$ cat src/sv/lcdtf_pkg.sv
// ----------------------------------------------------------------------------
// lcdtf_pkg
// Shared constants, command codes and types of the text framebuffer refresher.
// ----------------------------------------------------------------------------
package lcdtf_pkg;

    // display and font geometry
    localparam int FRAME_BYTES   = 512;
    localparam int PAGE_WIDTH    = 128;
    localparam int GLYPH_COLUMNS = 12;
    localparam int GLYPH_STRIDE  = 25;
    localparam int FONT_CHARS    = 96;

    localparam int FONT_BYTES  = FONT_CHARS * GLYPH_STRIDE;
    localparam int PAGE_COUNT  = FRAME_BYTES / PAGE_WIDTH;
    localparam int PAGE_SEQ    = 3 + PAGE_WIDTH;
    localparam int GLYPH_BYTES = 2 * GLYPH_COLUMNS;

    // field widths
    localparam int CMD_W    = 3;
    localparam int FONT_AW  = 12;
    localparam int BYTE_W   = 8;
    localparam int ORIGIN_W = 9;

    // internal widths
    localparam int FRAME_AW = $clog2(FRAME_BYTES);
    localparam int CUR_W    = $clog2(FRAME_BYTES + 1);
    localparam int NX_W     = CUR_W + 1;
    localparam int IDX_W    = CUR_W + 2;
    localparam int PAGE_W   = (PAGE_COUNT > 1) ? $clog2(PAGE_COUNT) : 1;
    localparam int OFF_W    = $clog2(PAGE_SEQ);
    localparam int STEP_W   = $clog2(GLYPH_BYTES + 2);

    // command queue
    localparam int OP_DEPTH = 4;
    localparam int OP_AW    = $clog2(OP_DEPTH);
    localparam int OP_CW    = $clog2(OP_DEPTH + 1);

    // command codes on the input
    localparam logic [CMD_W-1:0] CMD_LOAD    = 3'd0;
    localparam logic [CMD_W-1:0] CMD_CHAR1   = 3'd1;
    localparam logic [CMD_W-1:0] CMD_CHAR2   = 3'd2;
    localparam logic [CMD_W-1:0] CMD_CLEAR   = 3'd3;
    localparam logic [CMD_W-1:0] CMD_HOME    = 3'd4;
    localparam logic [CMD_W-1:0] CMD_REFRESH = 3'd5;

    // printable range
    localparam logic [BYTE_W-1:0] CHAR_FIRST = 8'd32;
    localparam logic [BYTE_W-1:0] CHAR_LAST  = 8'd127;

    // display command bytes
    localparam logic [BYTE_W-1:0] LCD_COL_LO    = 8'h00;
    localparam logic [BYTE_W-1:0] LCD_COL_HI    = 8'h10;
    localparam logic [BYTE_W-1:0] LCD_PAGE_BASE = 8'hB0;

    // positions inside one page sequence
    localparam int OFF_COL_LO = 0;
    localparam int OFF_COL_HI = 1;
    localparam int OFF_PAGE   = 2;
    localparam int OFF_DATA   = 3;

    localparam logic [ORIGIN_W-1:0] ORIGIN_RESET = 9'd256;

    typedef enum logic [2:0] {
        OP_LOAD,
        OP_CHAR,
        OP_CLEAR,
        OP_HOME,
        OP_REFRESH
    } t_op_kind;

    typedef struct packed {
        t_op_kind            kind;
        logic                line2;
        logic [FONT_AW-1:0]  addr;   // font address, or glyph base for a character
        logic [BYTE_W-1:0]   data;
    } t_op;

endpackage

$ cat src/sv/lcdtf_op_fifo.sv
// ----------------------------------------------------------------------------
// lcdtf_op_fifo
// Short command queue between the input side and the execution side.
// ----------------------------------------------------------------------------
module lcdtf_op_fifo (
    input  logic            i_clk,
    input  logic            i_rst_n,
    input  logic            i_push,
    input  lcdtf_pkg::t_op  i_op,
    input  logic            i_pop,
    output logic            o_full,
    output logic            o_empty,
    output lcdtf_pkg::t_op  o_op
);

    lcdtf_pkg::t_op                  r_mem [lcdtf_pkg::OP_DEPTH];
    logic [lcdtf_pkg::OP_AW-1:0]     r_wr_ptr;
    logic [lcdtf_pkg::OP_AW-1:0]     r_rd_ptr;
    logic [lcdtf_pkg::OP_CW-1:0]     r_count;
    logic                            w_wr;
    logic                            w_rd;

    assign o_full  = (r_count == lcdtf_pkg::OP_CW'(lcdtf_pkg::OP_DEPTH));
    assign o_empty = (r_count == '0);
    assign o_op    = r_mem[r_rd_ptr];
    assign w_wr    = i_push & ~o_full;
    assign w_rd    = i_pop & ~o_empty;

    always_ff @(posedge i_clk) begin
        if (w_wr) begin
            r_mem[r_wr_ptr] <= i_op;
        end
    end

    always_ff @(posedge i_clk) begin
        if (!i_rst_n) begin
            r_wr_ptr <= '0;
            r_rd_ptr <= '0;
            r_count  <= '0;
        end else begin
            if (w_wr) begin
                r_wr_ptr <= r_wr_ptr + 1'b1;
            end
            if (w_rd) begin
                r_rd_ptr <= r_rd_ptr + 1'b1;
            end
            if (w_wr && !w_rd) begin
                r_count <= r_count + 1'b1;
            end else if (w_rd && !w_wr) begin
                r_count <= r_count - 1'b1;
            end
        end
    end

endmodule

$ cat config.mk
export PLATFORM = sky130hd
export DESIGN_NAME = lcdtf_op_fifo
export DESIGN_NICKNAME = d
export VERILOG_FILES = /design/src/sv/lcdtf_pkg.sv /design/src/sv/lcdtf_op_fifo.sv
export SDC_FILE = /design/constraint.sdc
export NUM_CORES = 1
export LEC_CHECK = 0
export BUFFER_PORTS_ARGS = -buffer_cell sky130_fd_sc_hd__buf_2
export CORE_MARGIN = 10
export CORE_UTILIZATION = 35
export DETAILED_ROUTE_END_ITERATION = 10
export PLACE_DENSITY = 0.5
export SLEW_MARGIN = 20
export SYNTH_ARGS = -nofsm -noshare
export SYNTH_HDL_FRONTEND = slang
export SYNTH_SLANG_ARGS = --single-unit
$ cat constraint.sdc
create_clock -name i_clk -period 5 [get_ports i_clk]
set_input_delay 1 -clock i_clk [delete_from_list [all_inputs] [get_ports i_clk]]
set_output_delay 1 -clock i_clk [all_outputs]
set_load 0.05 [all_outputs]
==> results of run 1 <==
worst max-delay path by stage:
| stage | from | to | slack (ns) | depth (start not counted) |
|---|---|---|---|---|
| 6_report | flop | o_op[7] | 1.88 | 2 |
| 5_1_grt | flop | o_op[0] | 1.70 | 2 |
| 4_1_cts | flop | o_op[0] | 1.78 | 2 |
| 3_5_place_dp | i_push | r_count[2] | 2.13 | 8 |
| 3_3_place_gp | flop | o_op[12] | 2.11 | 2 |
| 2_1_floorplan | i_push | r_count[2] | 2.52 | 8 |
per-stage QoR:
step           setup slack, ns  cell area, um2  hold WS, ns
3_5_place_dp             2.127            4377       0.4908
2_1_floorplan            2.518            3979       0.4677
3_3_place_gp             2.107            4377       0.4905
4_1_cts                  1.783            4695       0.4998
6_report                 1.882            4695       0.4982
5_1_grt                  1.699            4695       0.5342
layout make-up:
type,instances,area share (%)
Clock buffer,11,4.957
Clock inverter,5,1.812
Inverter,3,0.2399
Multi-Input combinational cell,58,17.54
Sequential cell,105,65.27
Tap cell,140,3.731
Timing Repair Buffer,58,6.450
state kept, by name, indices dropped and copies added, names as in the netlist, named ones only:
signal,flops
r_mem,96
r_count,3
r_rd_ptr,2
r_wr_ptr,2
power by group through the flow:
| stage | Clock (mW) | Sequential [mW] | Combinational [mW] |
|---|---|---|---|
| after floorplan | 0 | 1.12 | 0.736 |
| final | 0.741 | 1.17 | 0.808 |
| after global placement | 0 | 1.20 | 0.827 |
| after global routing | 0.794 | 1.19 | 0.861 |
| after detailed placement | 0 | 1.20 | 0.827 |
| after CTS | 0.759 | 1.17 | 0.829 |
routing by layer:
metal,vias to the layer above,part of all wire [%],track usage [%]
met3,8,4.6,2.207
met1,892,42,11.07
li1,826,-,-
met2,39,52,15.86
met5,-,0,0
met4,0,1.3,4.019
critical path, stage by stage (launching register included):
cell     delay, ns
dfxtp_2       0.92
mux4_2        0.62
buf_2         0.23
layout by cell type, fill, tap and decap left out:
master | synthesis | routed
buf_2 | 2 | 53
clkbuf_16 | 0 | 9
mux4_2 | 24 | 24
nor3b_2 | 1 | 1
or3_1 | 1 | 1
xor2_1 | 1 | 1
edfxtp_1 | 96 | 96
o311ai_1 | 1 | 1
inv_6 | 0 | 2
nand2_1 | 4 | 4
bufinv_16 | 0 | 2
ha_1 | 5 | 5
clkbuf_1 | 1 | 2
and2_1 | 8 | 8
o31ai_2 | 1 | 1
nor3_1 | 1 | 1
dfxtp_1 | 9 | 8
o21ai_0 | 1 | 1
a21boi_1 | 1 | 1
inv_1 | 3 | 3
clkinvlp_4 | 0 | 1
nor2b_1 | 2 | 2
xnor2_1 | 3 | 3
mux2i_1 | 3 | 3
fa_1 | 1 | 1
buf_4 | 0 | 5
dfxtp_2 | 0 | 1
cell families after synthesis:
group | share of synthesized area (%)
AOI/OAI and AO/OA | 0.8490
xor gates and xnor gates | 0.8807
adders and majority gates | 2.075
buffers and inverters | 2.327
DFF | 76.98
muxes | 14.34
and+or+nand+nor | 2.547
==> flow_metrics.tcl, run 1 <==
set metrics [dict create \
    status "complete, no violations" \
    postRouteAntennaNets 0 \
    h-tree-depth 3 \
    grt_max_degree 25 \
    cp_data_arrival_time_ns 2.12 \
    swShare_pct 34.25 \
    final_util_pct 42.74 \
    comb_power_share_pct 29.8 \
    diodes 0 \
    boundaryPins 54 \
    grt_pass1_wl_um 11560 \
    cts_buffer_depth 2 \
    track_usage_pct 9.342 \
    ctsResizeCount 0 \
    final-max-slew-violation-count 0 \
    area_growth_syn_to_layout_pct 17.99 \
    clock_sinks 105 \
    fmax_ghz 0.3207 \
    clkLatencyLatePin_ns 0.33 \
    stdcell_count 380 \
    final_nets 269 \
    min-delay-start "r_wr_ptr[1]" \
    cap_viol_max_count 0 \
    cts_hold_buf 0 \
    ys_ff_latch 105 \
    yosysMostFrequentCell "edfxtp_1" \
    relSlewSlack_pct 40.10 \
    cts_tree "done" \
    vdd_drop_max_mv 0.2620 \
    rr_startpoint "r_count[0]" \
    dpl.cell_count 364 \
    required_ns 4.00 \
    post-synth-top-area-fraction_pct 72.45 \
    period_share_pct 62.36 \
    wl_per_cell_um 18.75 \
    worst_pin_slew_ns 0.8985 \
    yosysUniqueCellTypes 24 \
    final_hold_viol_count 0 \
    synthFlopType "edfxtp_1" \
    async_reset_ff_share_pct 0 \
    die_y_um 126.6 \
    ys_seq_area_share_pct 76.98 \
    clock-root-buffer "clkbuf_16" \
    numCtsBuffers 9 \
    ys_top_cells_by_area "edfxtp_1, mux4_2, dfxtp_1" \
    pwr-share-clk_pct 27.3 \
    reg2reg_setup_slack_ns 2.65 \
    wl_um 7125 \
    drt-pass1-iter-count 4 \
    finalCriticalPeriod_ns 3.118 \
    r2r_cells 8 \
    start_kind "flop" \
    p_int_mw 1.786 \
    synth_fp_nets 208 \
    finalPower_mw 2.717 \
    gp_congestion 0.6747 \
    grt.overflow.total 0 \
    initial_core_util_pct 36.23 \
    regToRegEndpoint "r_count[2]" \
    antenna_found_initial 0 \
    core_um2 10980 \
    worstPathMaxFanout 24 \
    drt_iter0_markers 84 \
    port_buffers 53 \
    drc 0 \
    whs_endpoint "r_wr_ptr[1]" \
    via_per_inst 4.645 \
    min_path_cells 2 \
    fin_setup_tns_ns 0 \
    rsz0062_at_grt "false" \
    pwr-share-seq_pct 42.9 \
    postCtsSetupBuffers 0 \
    netlist_top_cells_count "edfxtp_1, mux4_2, dfxtp_1" \
    clk_pin_slew_ns 0.07 \
    num-fill-cells 970 \
    syn_avg_cell_area_um2 22.87 \
    skew_ns 0.008170 \
    power_density_nw_per_um2 578.7 \
    synth_area_um2 3979 \
    path_class "flop to output port" \
    die-area_um2 16030 \
    via_count 1765 \
    crit_path_end_kind "output port" \
    leakage_nw 1.600 \
    synth_edf_count 96 \
    hpwl_um 4874 \
    drive_gt1_share_pct 41.25 \
    rows 38 \
    seq_area_um2 3064 \
    multi_input_area_um2 823.3 \
    synth_cells 174 \
    finalSetupViolCount 0 \
    yosys_warnings 0 \
    hp-class "flop to flop" \
    p_sw_uw 930.6 \
    grt_pass1_vias 2048 \
    synth_top_area_cell "edfxtp_1" \
    die_w_um 126.6 \
]
Power figures use the tool's default switching activity.
==> run 2, diff against run 1 <==
PLACE_DENSITY = 0.52   (was 0.5)
clock period = 2.8 ns   (was 5 ns; I/O delays follow)
==> run 2 against run 1 <==
  * Flip-flop and latch count is the same
  * Utilization grew 0.30 points
  * Via count up 1.9%
  * Non-clock buffer count increased by 6
  * Sequential share of layout area down 0.45 points
  * Critical path depth rose by 1
  * Critical path type unchanged
  * Largest cell class unchanged
==> flow_metrics.tcl, run 2 (synthesis gave the netlist of run 1 again) <==
set metrics [dict create \
    status "complete, no violations" \
    layout_setup_ws_ns 0.3272 \
    cts_tree "done" \
    postCtsSetupBuffers 0 \
    hp-class "primary input to flop" \
    gp_congestion 0.7136 \
    wl_per_cell_um 17.60 \
    finalPower_mw 4.724 \
    boundaryPins 54 \
    rows 38 \
    stdcell_count 387 \
    final_util_pct 43.04 \
    relSlewSlack_pct 67.02 \
    crit_path_end_kind "output port" \
    via_per_inst 4.649 \
    path_class "flop to output port" \
    area_growth_syn_to_layout_pct 18.80 \
    die_y_um 126.6 \
    r2r_cells 7 \
    numCtsBuffers 9 \
    ctsResizeCount 0 \
    drt-pass1-iter-count 4 \
    antenna_found_initial 1 \
    clock-root-buffer "clkbuf_16" \
    fin_setup_tns_ns 0 \
    cap_viol_max_count 0 \
    clock_sinks 105 \
    via_count 1799 \
    post_dp_cell_area_um2 4447 \
    h-tree-depth 3 \
    final-max-slew-violation-count 0 \
    finalCriticalPeriod_ns 2.473 \
    grt_pass1_vias 1940 \
    drt_iter0_markers 107 \
    required_ns 2.24 \
    grt_max_degree 19 \
    top_regs "r_mem x96, r_count x3" \
    cts_buffer_depth 2 \
    die_w_um 126.6 \
    worstPathMaxFanout 15 \
    drive_gt1_share_pct 43.09 \
    mostFrequentLayoutCells "edfxtp_1, buf_2, mux4_2" \
    core_um2 10980 \
    dpl.cell_count 370 \
    initial_core_util_pct 36.23 \
    final_area_um2 4727 \
    skew_ns 0.01006 \
    largest_reg_flops 96 \
    finalSetupViolCount 0 \
    worst_pin_slew_ns 0.4947 \
    track_usage_pct 8.745 \
    start_kind "flop" \
    hpwl_um 4643 \
    cts_hold_buf 0 \
    final_common_cell "edfxtp_1" \
    clkLatencyLatePin_ns 0.34 \
    clk_pin_slew_ns 0.07 \
    leakage_nw 1.624 \
    min_path_cells 1 \
    grt_pass1_wl_um 10890 \
    vdd_drop_max_mv 0.4130 \
    die-area_um2 16030 \
    final_nets 275 \
    cp_data_arrival_time_ns 1.91 \
    fmax_ghz 0.4044 \
    final_hold_viol_count 0 \
    postRouteAntennaNets 0 \
    power_density_nw_per_um2 999.3 \
    dp_worst_setup_slack_ns 0.6330 \
    drc 0 \
    wl_um 6811 \
    rsz0062_at_grt "false" \
    port_buffers 53 \
    period_share_pct 88.32 \
    holdWs_ns 0.4376 \
    largest_register "r_mem" \
    grt.overflow.total 0 \
]
## run 2: cell types whose count changed in the layout (fill, tap and decap cells not counted), moves of 2 or more
cell	before	now
buf_12	0	2
buf_4	5	9
bufinv_16	2	0
clkinv_4	0	2
## run 2: cell type report
| class | instances | area, um2 |
|---|---|---|
| diodes | 1 | 2.502 |
| repair buffers | 64 | 372.9 |
| fillers | 989 | 6256 |
| clock inverters | 6 | 48.80 |
| well taps | 140 | 175.2 |
| multi-input cells | 58 | 823.3 |
| flip-flops and latches | 105 | 3064 |
| clock buffers | 10 | 229.0 |
| inverters | 3 | 11.26 |
## run 2: where the power goes
| part | internal (mW) | switching [mW] | leakage, nW |
|---|---|---|---|
| clock network | 0.614 | 0.540 | 0.138 |
| logic | 0.533 | 1.02 | 0.532 |
| registers | 1.91 | 0.111 | 0.954 |
## run 2: path summary, 6_finish.rpt
path / endpoint / from / slack [ns]
max: o_op[20] / flop / 0.33
min: r_mem[2][22] / i_op[22] / 0.44
max reg2reg: r_count[2] / r_count[1] / 0.72
min reg2reg: r_wr_ptr[0] / r_wr_ptr[0] / 0.51
## run 2: per-layer routing
| layer | global-route usage, % | part of all wire (%) | up-vias |
|---|---|---|---|
| met5 | 0 | 0 | - |
| met4 | 3.014 | 1.0 | 0 |
| met3 | 3.290 | 5.1 | 7 |
| met2 | 13.34 | 47 | 44 |
| met1 | 11.19 | 46 | 911 |
| li1 | - | - | 837 |
## run 2: worst max-delay path: stages (launching register included)
cell	delay, ns
dfxtp_2	0.58
buf_12	0.23
mux4_2	0.52
buf_2	0.23
