File: src/sv/lcdtf_pkg.sv
// ----------------------------------------------------------------------------
// lcdtf_pkg
// Shared constants, command codes and types of the text framebuffer refresher.
// ----------------------------------------------------------------------------
package lcdtf_pkg;

    // display and font geometry
    localparam int FRAME_BYTES   = 512;
    localparam int PAGE_WIDTH    = 128;
    localparam int GLYPH_COLUMNS = 12;
    localparam int GLYPH_STRIDE  = 25;
    localparam int FONT_CHARS    = 96;

    localparam int FONT_BYTES  = FONT_CHARS * GLYPH_STRIDE;
    localparam int PAGE_COUNT  = FRAME_BYTES / PAGE_WIDTH;
    localparam int PAGE_SEQ    = 3 + PAGE_WIDTH;
    localparam int GLYPH_BYTES = 2 * GLYPH_COLUMNS;

    // field widths
    localparam int CMD_W    = 3;
    localparam int FONT_AW  = 12;
    localparam int BYTE_W   = 8;
    localparam int ORIGIN_W = 9;

    // internal widths
    localparam int FRAME_AW = $clog2(FRAME_BYTES);
    localparam int CUR_W    = $clog2(FRAME_BYTES + 1);
    localparam int NX_W     = CUR_W + 1;
    localparam int IDX_W    = CUR_W + 2;
    localparam int PAGE_W   = (PAGE_COUNT > 1) ? $clog2(PAGE_COUNT) : 1;
    localparam int OFF_W    = $clog2(PAGE_SEQ);
    localparam int STEP_W   = $clog2(GLYPH_BYTES + 2);

    // command queue
    localparam int OP_DEPTH = 4;
    localparam int OP_AW    = $clog2(OP_DEPTH);
    localparam int OP_CW    = $clog2(OP_DEPTH + 1);

    // command codes on the input
    localparam logic [CMD_W-1:0] CMD_LOAD    = 3'd0;
    localparam logic [CMD_W-1:0] CMD_CHAR1   = 3'd1;
    localparam logic [CMD_W-1:0] CMD_CHAR2   = 3'd2;
    localparam logic [CMD_W-1:0] CMD_CLEAR   = 3'd3;
    localparam logic [CMD_W-1:0] CMD_HOME    = 3'd4;
    localparam logic [CMD_W-1:0] CMD_REFRESH = 3'd5;

    // printable range
    localparam logic [BYTE_W-1:0] CHAR_FIRST = 8'd32;
    localparam logic [BYTE_W-1:0] CHAR_LAST  = 8'd127;

    // display command bytes
    localparam logic [BYTE_W-1:0] LCD_COL_LO    = 8'h00;
    localparam logic [BYTE_W-1:0] LCD_COL_HI    = 8'h10;
    localparam logic [BYTE_W-1:0] LCD_PAGE_BASE = 8'hB0;

    // positions inside one page sequence
    localparam int OFF_COL_LO = 0;
    localparam int OFF_COL_HI = 1;
    localparam int OFF_PAGE   = 2;
    localparam int OFF_DATA   = 3;

    localparam logic [ORIGIN_W-1:0] ORIGIN_RESET = 9'd256;

    typedef enum logic [2:0] {
        OP_LOAD,
        OP_CHAR,
        OP_CLEAR,
        OP_HOME,
        OP_REFRESH
    } t_op_kind;

    typedef struct packed {
        t_op_kind            kind;
        logic                line2;
        logic [FONT_AW-1:0]  addr;   // font address, or glyph base for a character
        logic [BYTE_W-1:0]   data;
    } t_op;

endpackage

File: src/sv/lcdtf_front.sv
// ----------------------------------------------------------------------------
// lcdtf_front
// Input side: takes items, drops the ones with no effect and turns the rest
// into operations for the command queue.
// ----------------------------------------------------------------------------
module lcdtf_front (
    input  logic                            i_push,
    input  logic                            i_queue_full,
    input  logic                            i_init_busy,
    input  logic [lcdtf_pkg::CMD_W-1:0]     i_cmd,
    input  logic [lcdtf_pkg::FONT_AW-1:0]   i_font_addr,
    input  logic [lcdtf_pkg::BYTE_W-1:0]    i_font_byte,
    input  logic [lcdtf_pkg::BYTE_W-1:0]    i_char_code,
    output logic                            o_full,
    output logic                            o_op_push,
    output lcdtf_pkg::t_op                  o_op
);

    logic                          w_keep;
    logic [lcdtf_pkg::BYTE_W-1:0]  w_glyph;

    assign w_glyph = i_char_code - lcdtf_pkg::CHAR_FIRST;

    always_comb begin
        w_keep     = 1'b0;
        o_op.kind  = lcdtf_pkg::OP_LOAD;
        o_op.line2 = 1'b0;
        o_op.addr  = i_font_addr;
        o_op.data  = i_font_byte;
        unique case (i_cmd)
            lcdtf_pkg::CMD_LOAD: begin
                w_keep = ({1'b0, i_font_addr} < (lcdtf_pkg::FONT_AW + 1)'(lcdtf_pkg::FONT_BYTES));
            end
            lcdtf_pkg::CMD_CHAR1, lcdtf_pkg::CMD_CHAR2: begin
                w_keep     = (i_char_code >= lcdtf_pkg::CHAR_FIRST) &&
                             (i_char_code <= lcdtf_pkg::CHAR_LAST) &&
                             (int'(w_glyph) < lcdtf_pkg::FONT_CHARS);
                o_op.kind  = lcdtf_pkg::OP_CHAR;
                o_op.line2 = (i_cmd == lcdtf_pkg::CMD_CHAR2);
                o_op.addr  = lcdtf_pkg::FONT_AW'(int'(w_glyph) * lcdtf_pkg::GLYPH_STRIDE);
            end
            lcdtf_pkg::CMD_CLEAR: begin
                w_keep    = 1'b1;
                o_op.kind = lcdtf_pkg::OP_CLEAR;
            end
            lcdtf_pkg::CMD_HOME: begin
                w_keep    = 1'b1;
                o_op.kind = lcdtf_pkg::OP_HOME;
            end
            lcdtf_pkg::CMD_REFRESH: begin
                w_keep    = 1'b1;
                o_op.kind = lcdtf_pkg::OP_REFRESH;
            end
            default: begin
                w_keep = 1'b0;
            end
        endcase
    end

    // nothing is taken while the store is being cleared after reset
    assign o_full    = i_queue_full | i_init_busy;
    assign o_op_push = i_push & ~o_full & w_keep;

endmodule

File: config.mk
export PLATFORM = sky130hd
export DESIGN_NAME = lcdtf_front
export DESIGN_NICKNAME = d
export VERILOG_FILES = /design/src/sv/lcdtf_pkg.sv /design/src/sv/lcdtf_front.sv
export SDC_FILE = /design/constraint.sdc
export NUM_CORES = 1
export LEC_CHECK = 0
export BUFFER_PORTS_ARGS = -buffer_cell sky130_fd_sc_hd__buf_2
export CAP_MARGIN = 15
export CORE_MARGIN = 3
export CORE_UTILIZATION = 50
export DETAILED_ROUTE_END_ITERATION = 6
export PLACE_DENSITY_LB_ADDON = 0.3
export REMOVE_ABC_BUFFERS = 1
export SETUP_SLACK_MARGIN = 0.2
export SYNTH_ARGS = -nofsm -noshare
export SYNTH_HDL_FRONTEND = slang
export SYNTH_SLANG_ARGS = --single-unit
File: constraint.sdc
create_clock -name vclk -period 5.7
set_input_delay 1.14 -clock vclk [all_inputs]
set_output_delay 1.14 -clock vclk [all_outputs]
set_load 0.005 [all_outputs]
==> results of run 1 <==
## cell type report
| class | instances | area share [%] |
|---|---|---|
| Inverter | 19 | 6.006 |
| Multi-Input combinational cell | 107 | 72.81 |
| Tap cell | 25 | 2.634 |
| Timing Repair Buffer | 44 | 18.55 |
## per-stage QoR
| stage | cell area (sq um) | hold slack (ps) |
|---|---|---|
| global placement | 1187 | 2280 |
| global route | 1187 | 2280 |
| CTS | 1187 | 2280 |
| floorplan | 935.9 | 2280 |
| finish | 1187 | 2280 |
| detailed placement | 1187 | 2280 |
## kinds of logic after synthesis
group / count (synthesis) / share of synthesized area [%]
xor gates and xnor gates: 9 / 7.787
and+or+nand+nor: 38 / 17.92
adders and majority gates: 33 / 43.02
buffers and inverters: 29 / 14.59
AOI/OAI and AO/OA: 27 / 16.69
## synthesized netlist by cell type (2+ instances only)
master,instances,area [sq um]
inv_1,19,71.32
ha_1,30,375.4
a21o_1,3,22.52
o21ai_0,9,45.04
xnor2_1,5,43.79
o211ai_1,3,22.52
nor3b_1,2,15.01
nor2_1,4,15.01
xor2_1,4,35.03
a21oi_1,5,25.02
buf_4,8,60.06
nand2_1,23,86.33
a211oi_1,3,22.52
and4_1,2,17.52
fa_1,3,60.06
## per-layer routing
metal	GRT usage (%)	wire [um]	vias to the layer above
met1	20.84	968	459
li1	-	-	527
met5	0	0	-
met2	34.98	1201	29
met4	0	0	0
met3	2.041	107	0
## worst max-delay path by stage
stage                               from  endpoint  slack (ps)  cells past startpoint
after global routing      i_char_code[2]  o_op[18]         490                     12
after floorplan           i_char_code[2]  o_op[18]        1050                     10
after CTS                 i_char_code[2]  o_op[18]         670                     12
after detailed placement  i_char_code[2]  o_op[18]         680                     12
after global placement    i_char_code[2]  o_op[18]         740                     12
final                     i_char_code[2]  o_op[18]         700                     12
## layout by cell type, fill, tap and decap left out, drive strengths merged, types with 2 or more instances in the layout
cell type | Yosys | final
buf | 10 | 44
fa | 3 | 3
ha | 30 | 30
nor3b | 2 | 2
nor2 | 4 | 4
o211ai | 3 | 3
inv | 19 | 19
a21o | 3 | 3
a211oi | 3 | 3
and4 | 2 | 2
a21oi | 5 | 5
xnor2 | 5 | 5
xor2 | 4 | 4
o21ai | 9 | 9
nand2 | 23 | 23
## power by group
| group | internal, mW | total, mW | switching (mW) |
|---|---|---|---|
| combinational | 0.0754 | 0.160 | 0.0848 |
| clock | 0 | 0 | 0 |
| sequential | 0 | 0 | 0 |
==> metrics.md, run 1 <==
| Metric | Value |
|---|---|
| Number of fillers in the final layout | 183 |
| Initial antenna violation count | 0 |
| Area occupied by multi-input gates | 864.6 sq um |
| Num rows | 15 |
| Cell Area, Synth | 1012 sq um |
| Final Worst Setup Slack | 701.1 ps |
| Layout cell share with drive strength beyond 1 | 26.47% |
| Vias in the first global route | 919 |
| Sequential share of the synthesized area | 0% |
| Fin cells | 195 |
| Hpwl dp | 2.045 mm |
| Final Net Count | 239 |
| First-pass detailed-route iteration total | 2 |
| Boundary Pins | 60 |
| Clock Buffer Count | 0 |
| Drt drc | 0 |
| Final Cycle Share | 87.70% |
| Mean area per synthesized cell | 7.443 sq um |
| Hold path depth | 0 |
| Hold Vio Cnt, Final | 0 |
| Setup TNS | 0 ps |
| Critical path endpoint category | output pin |
| Crit path buffers/inverters | 4 |
| Warnings, synthesis | 0 |
| Post-route ant nets | 0 |
| Post-Place Cells | 195 |
| Synth cell types | 28 |
| Core box area | 1821 sq um |
| # diodes | 0 |
| Final cell utilization of the core | 65.22% |
| Initial Util | 55.60% |
| Total of max-cap violations | 0 |
| Status | complete, no violations |
| Hold endpoint | o_op[0] |
| Crit path kind | in -> out |
| Routability congestion estimate | 0.8387 |
| Peak supply drop | 0.0001082 V |
| Most common cell on crit path | ha_1 |
| GRT Overall Usage | 17.57% |
| Via density | 5.205 |
| Number of flip-flops and latches | 0 |
| Chip height | 51.00 um |
| Tot Pwr | 0.1602 mW |
| Slowest CP cell | fa_1 |
| Pwr dens | 134.9 nW/um^2 |
| WL/cell | 11.68 um |
| Width of the die | 51.00 um |
| Max Slew Vio Count | 0 |
| Post-Syn Instances | 136 |
| RSZ-0062 raised after global routing | false |
| Slew @ Worst Pin | 490.7 ps |
| Die ar. | 2600 sq um |
| Drt total wl | 2.277 mm |
| Worst min-delay path category | in -> out |
| 1st-iter DRT viols | 6 |
| Input/output buffers | 44 |
| Register area | 0 sq um |
| Post-cts resize count | 0 |
| Total gr overflow | 0 |
| Pre-CTS setup slack | 676.4 ps |
| Pleak | 0.7318 nW |
| Layout Area Growth over Synthesis | 17.31% |
| Final setup viols | 0 |
| Largest fanout on the critical path | 4 |
| Ordered list of cells on the worst path | buf_2 -> ha_1 -> ha_1 -> inv_1 -> fa_1 -> inv_1 -> ha_1 -> a21o_1 -> and4_1 -> o31a_1 -> o31ai_1 -> buf_2 |
| CP delay by family, top | adder cells |
| Via count | 1015 |
| Worst path max stage delay | 530 ps |
| Global-route wire length before repair | 3.691 mm |
| Hold Crit Start | i_font_byte[0] |
| Final worst path period need | 4999 ps |
| Crit path launch type | input port |
| Relative slew slack | 67.17% |
| Largest net degree at the start of global routing | 22 |
| Hold buffers post-CTS | 0 |
| Arr. time, crit path | 3860 ps |
| Fmax | 200.0 MHz |
| Post-CTS Setup Inserts | 0 |
| Worst path required time | 4560 ps |
No activity file was read; power rests on OpenSTA's default activity.
==> run 2: changes to the inputs <==
--- a/config.mk
+++ b/config.mk
@@ -8,7 +8,7 @@
 export BUFFER_PORTS_ARGS = -buffer_cell sky130_fd_sc_hd__buf_2
 export CAP_MARGIN = 15
 export CORE_MARGIN = 3
-export CORE_UTILIZATION = 50
+export CORE_UTILIZATION = 47
 export DETAILED_ROUTE_END_ITERATION = 6
 export PLACE_DENSITY_LB_ADDON = 0.3
 export REMOVE_ABC_BUFFERS = 1
==> constraint.sdc (replaced) <==
create_clock -name vclk -period 5.2
set_input_delay 1.04 -clock vclk [all_inputs]
set_output_delay 1.04 -clock vclk [all_outputs]
set_load 0.005 [all_outputs]
==> metrics.md, run 2 (synthesized netlist as in run 1, its figures left out) <==
| Metric | Value |
|---|---|
| Status | complete, no violations |
| RSZ-0062 raised after global routing | false |
| Total of max-cap violations | 0 (unchanged) |
| Layout Area Growth over Synthesis | 17.55% |
| Max Slew Vio Count | 0 (unchanged) |
| First-pass detailed-route iteration total | 4 (+2) |
| 1st-iter DRT viols | 7 (+1) |
| Internal | 0.08217 mW (+8.9%) |
| Post-route ant nets | 0 (unchanged) |
| Worst path required time | 4160 ps (-400 ps) |
| WL/cell | 10.98 um (-5.9%) |
| Final Cycle Share | 91.91% |
| Drt drc | 0 (unchanged) |
| Vias in the first global route | 974 (+6.0%) |
| Initial antenna violation count | 0 (unchanged) |
| Largest fanout on the critical path | 4 (unchanged) |
| Peak supply drop | 0.0001046 V (-3.3%) |
| Input/output buffers | 44 (unchanged) |
| Hold buffers post-CTS | 0 (unchanged) |
| Boundary Pins | 60 (unchanged) |
| Initial Util | 50.56% (-5.0 points) |
| Crit path launch type | input port |
| Most frequent cells in the layout | 44 x buf_2, 30 x ha_1, 23 x nand2_1, 19 x inv_1, 9 x o21ai_0 |
| Crit path kind | in -> out |
| Register area | 0 sq um (unchanged) |
| Final setup viols | 0 (unchanged) |
| Via density | 5.071 (-2.6%) |
| Width of the die | 52.41 um (+2.8%) |
| Layout cell share with drive strength beyond 1 | 26.47% (unchanged) |
| Pre-CTS setup slack | 395.3 ps (-281.1 ps) |
| Hold Crit Start | i_font_byte[0] |
| Number of flip-flops and latches | 0 (unchanged) |
| Arr. time, crit path | 3740 ps (-120 ps) |
| Placed Area | 1190 sq um (+0.21%) |
| Fmax | 209.2 MHz |
| Fin cells | 197 (+1.0%) |
| Final instance area | 1190 sq um (+0.21%) |
| Via count | 999 (-1.6%) |
| Most common cell after layout, fill and taps aside | buf_2 |
| Chip height | 52.41 um (+2.8%) |
| Relative slew slack | 68.52% (+1.4 points) |
| Hpwl dp | 1.966 mm (-3.9%) |
| Num rows | 16 (+1) |
| Seq pwr share | 0% (unchanged) |
| Pwr dens | 145.6 nW/um^2 (+7.9%) |
| Switching part of the total | 52.56% (-0.35 points) |
| Power share of the clock group | 0% (unchanged) |
| Total gr overflow | 0 (unchanged) |
| Critical path endpoint category | output pin |
| Critical Path Source | i_char_code[5] |
| Setup TNS | 0 ps (unchanged) |
| Global-route wire length before repair | 3.946 mm (+6.9%) |
| Die ar. | 2746 sq um (+5.6%) |
| GRT Overall Usage | 17.94% (+0.37 points) |
| Final Worst Setup Slack | 420.8 ps (-280.3 ps) |
| Routability congestion estimate | 0.7997 (-4.7%) |
| Drt total wl | 2.164 mm (-5.0%) |
| Slew @ Worst Pin | 470.4 ps (-20.22 ps) |
| Hold Vio Cnt, Final | 0 (unchanged) |
| Post-CTS Setup Inserts | 0 (unchanged) |
| Clock Buffer Count | 0 (unchanged) |
| Largest net degree at the start of global routing | 22 (unchanged) |
| Logic gate share of total power | 100.0% (about the same) |
| Pleak | 0.7318 nW (unchanged) |
| Post-Place Cells | 197 (+1.0%) |
| Final Net Count | 239 (unchanged) |
| Number of fillers in the final layout | 197 (+7.7%) |
| # diodes | 0 (unchanged) |
| Hold path depth | 0 (unchanged) |
| Post-cts resize count | 0 (unchanged) |
| Worst min-delay path category | in -> out |
| Core box area | 2002 sq um (+10%) |
| Final worst path period need | 4779 ps |
| Net Sw Power | 0.09104 mW (+7.4%) |
-- run 2: cell counts in the layout (fill, tap and decap cells not counted) --
Identical to the previous run, type by type.
-- run 2: per-stage QoR --
step	power [mW]	hold WS (ps)	util [%]
floorplan	0.1217	2080	-
global placement	0.1711	2080	59.44
detailed placement	0.1755	2080	59.44
CTS	0.1769	2080	59.44
global route	0.2047	2080	59.44
finish	0.1732	2080	59.44
-- run 2: power by group through the flow --
stage	clock network, mW	registers (mW)	logic [mW]
2_1_floorplan	0	0	0.122
3_3_place_gp	0	0	0.171
3_5_place_dp	0	0	0.176
4_1_cts	0	0	0.177
5_1_grt	0	0	0.205
6_report	0	0	0.173
-- run 2: worst paths after layout --
path | end
hold / removal | o_op[0]
setup / recovery | o_op[19]
-- run 2: area by class of cell --
type                            count  area, sq um  area share [%]
Timing Repair Buffer               44        220.2           18.51
Multi-Input combinational cell    107        864.6           72.66
Tap cell                           27        33.78           2.839
Inverter                           19        71.32           5.994
-- run 2: critical path, cell delays in order --
cell	delay [ps]
buf_2	120
inv_1	80
ha_1	250
xnor2_1	330
ha_1	290
inv_1	60
ha_1	220
ha_1	290
ha_1	320
o21ai_0	90
nand2b_1	80
and4_1	190
a211o_1	260
buf_2	120
-- run 2: routing by layer --
metal  global-route usage [%]  vias to the layer above  wire [um]  share of wire (%)
li1                         -                      528          -                  -
met1                    22.11                      432        945                 44
met2                    34.30                       39       1073                 50
met3                    2.564                        0        145                6.7
met4                        0                        0          0                  0
met5                        0                        -          0                  0
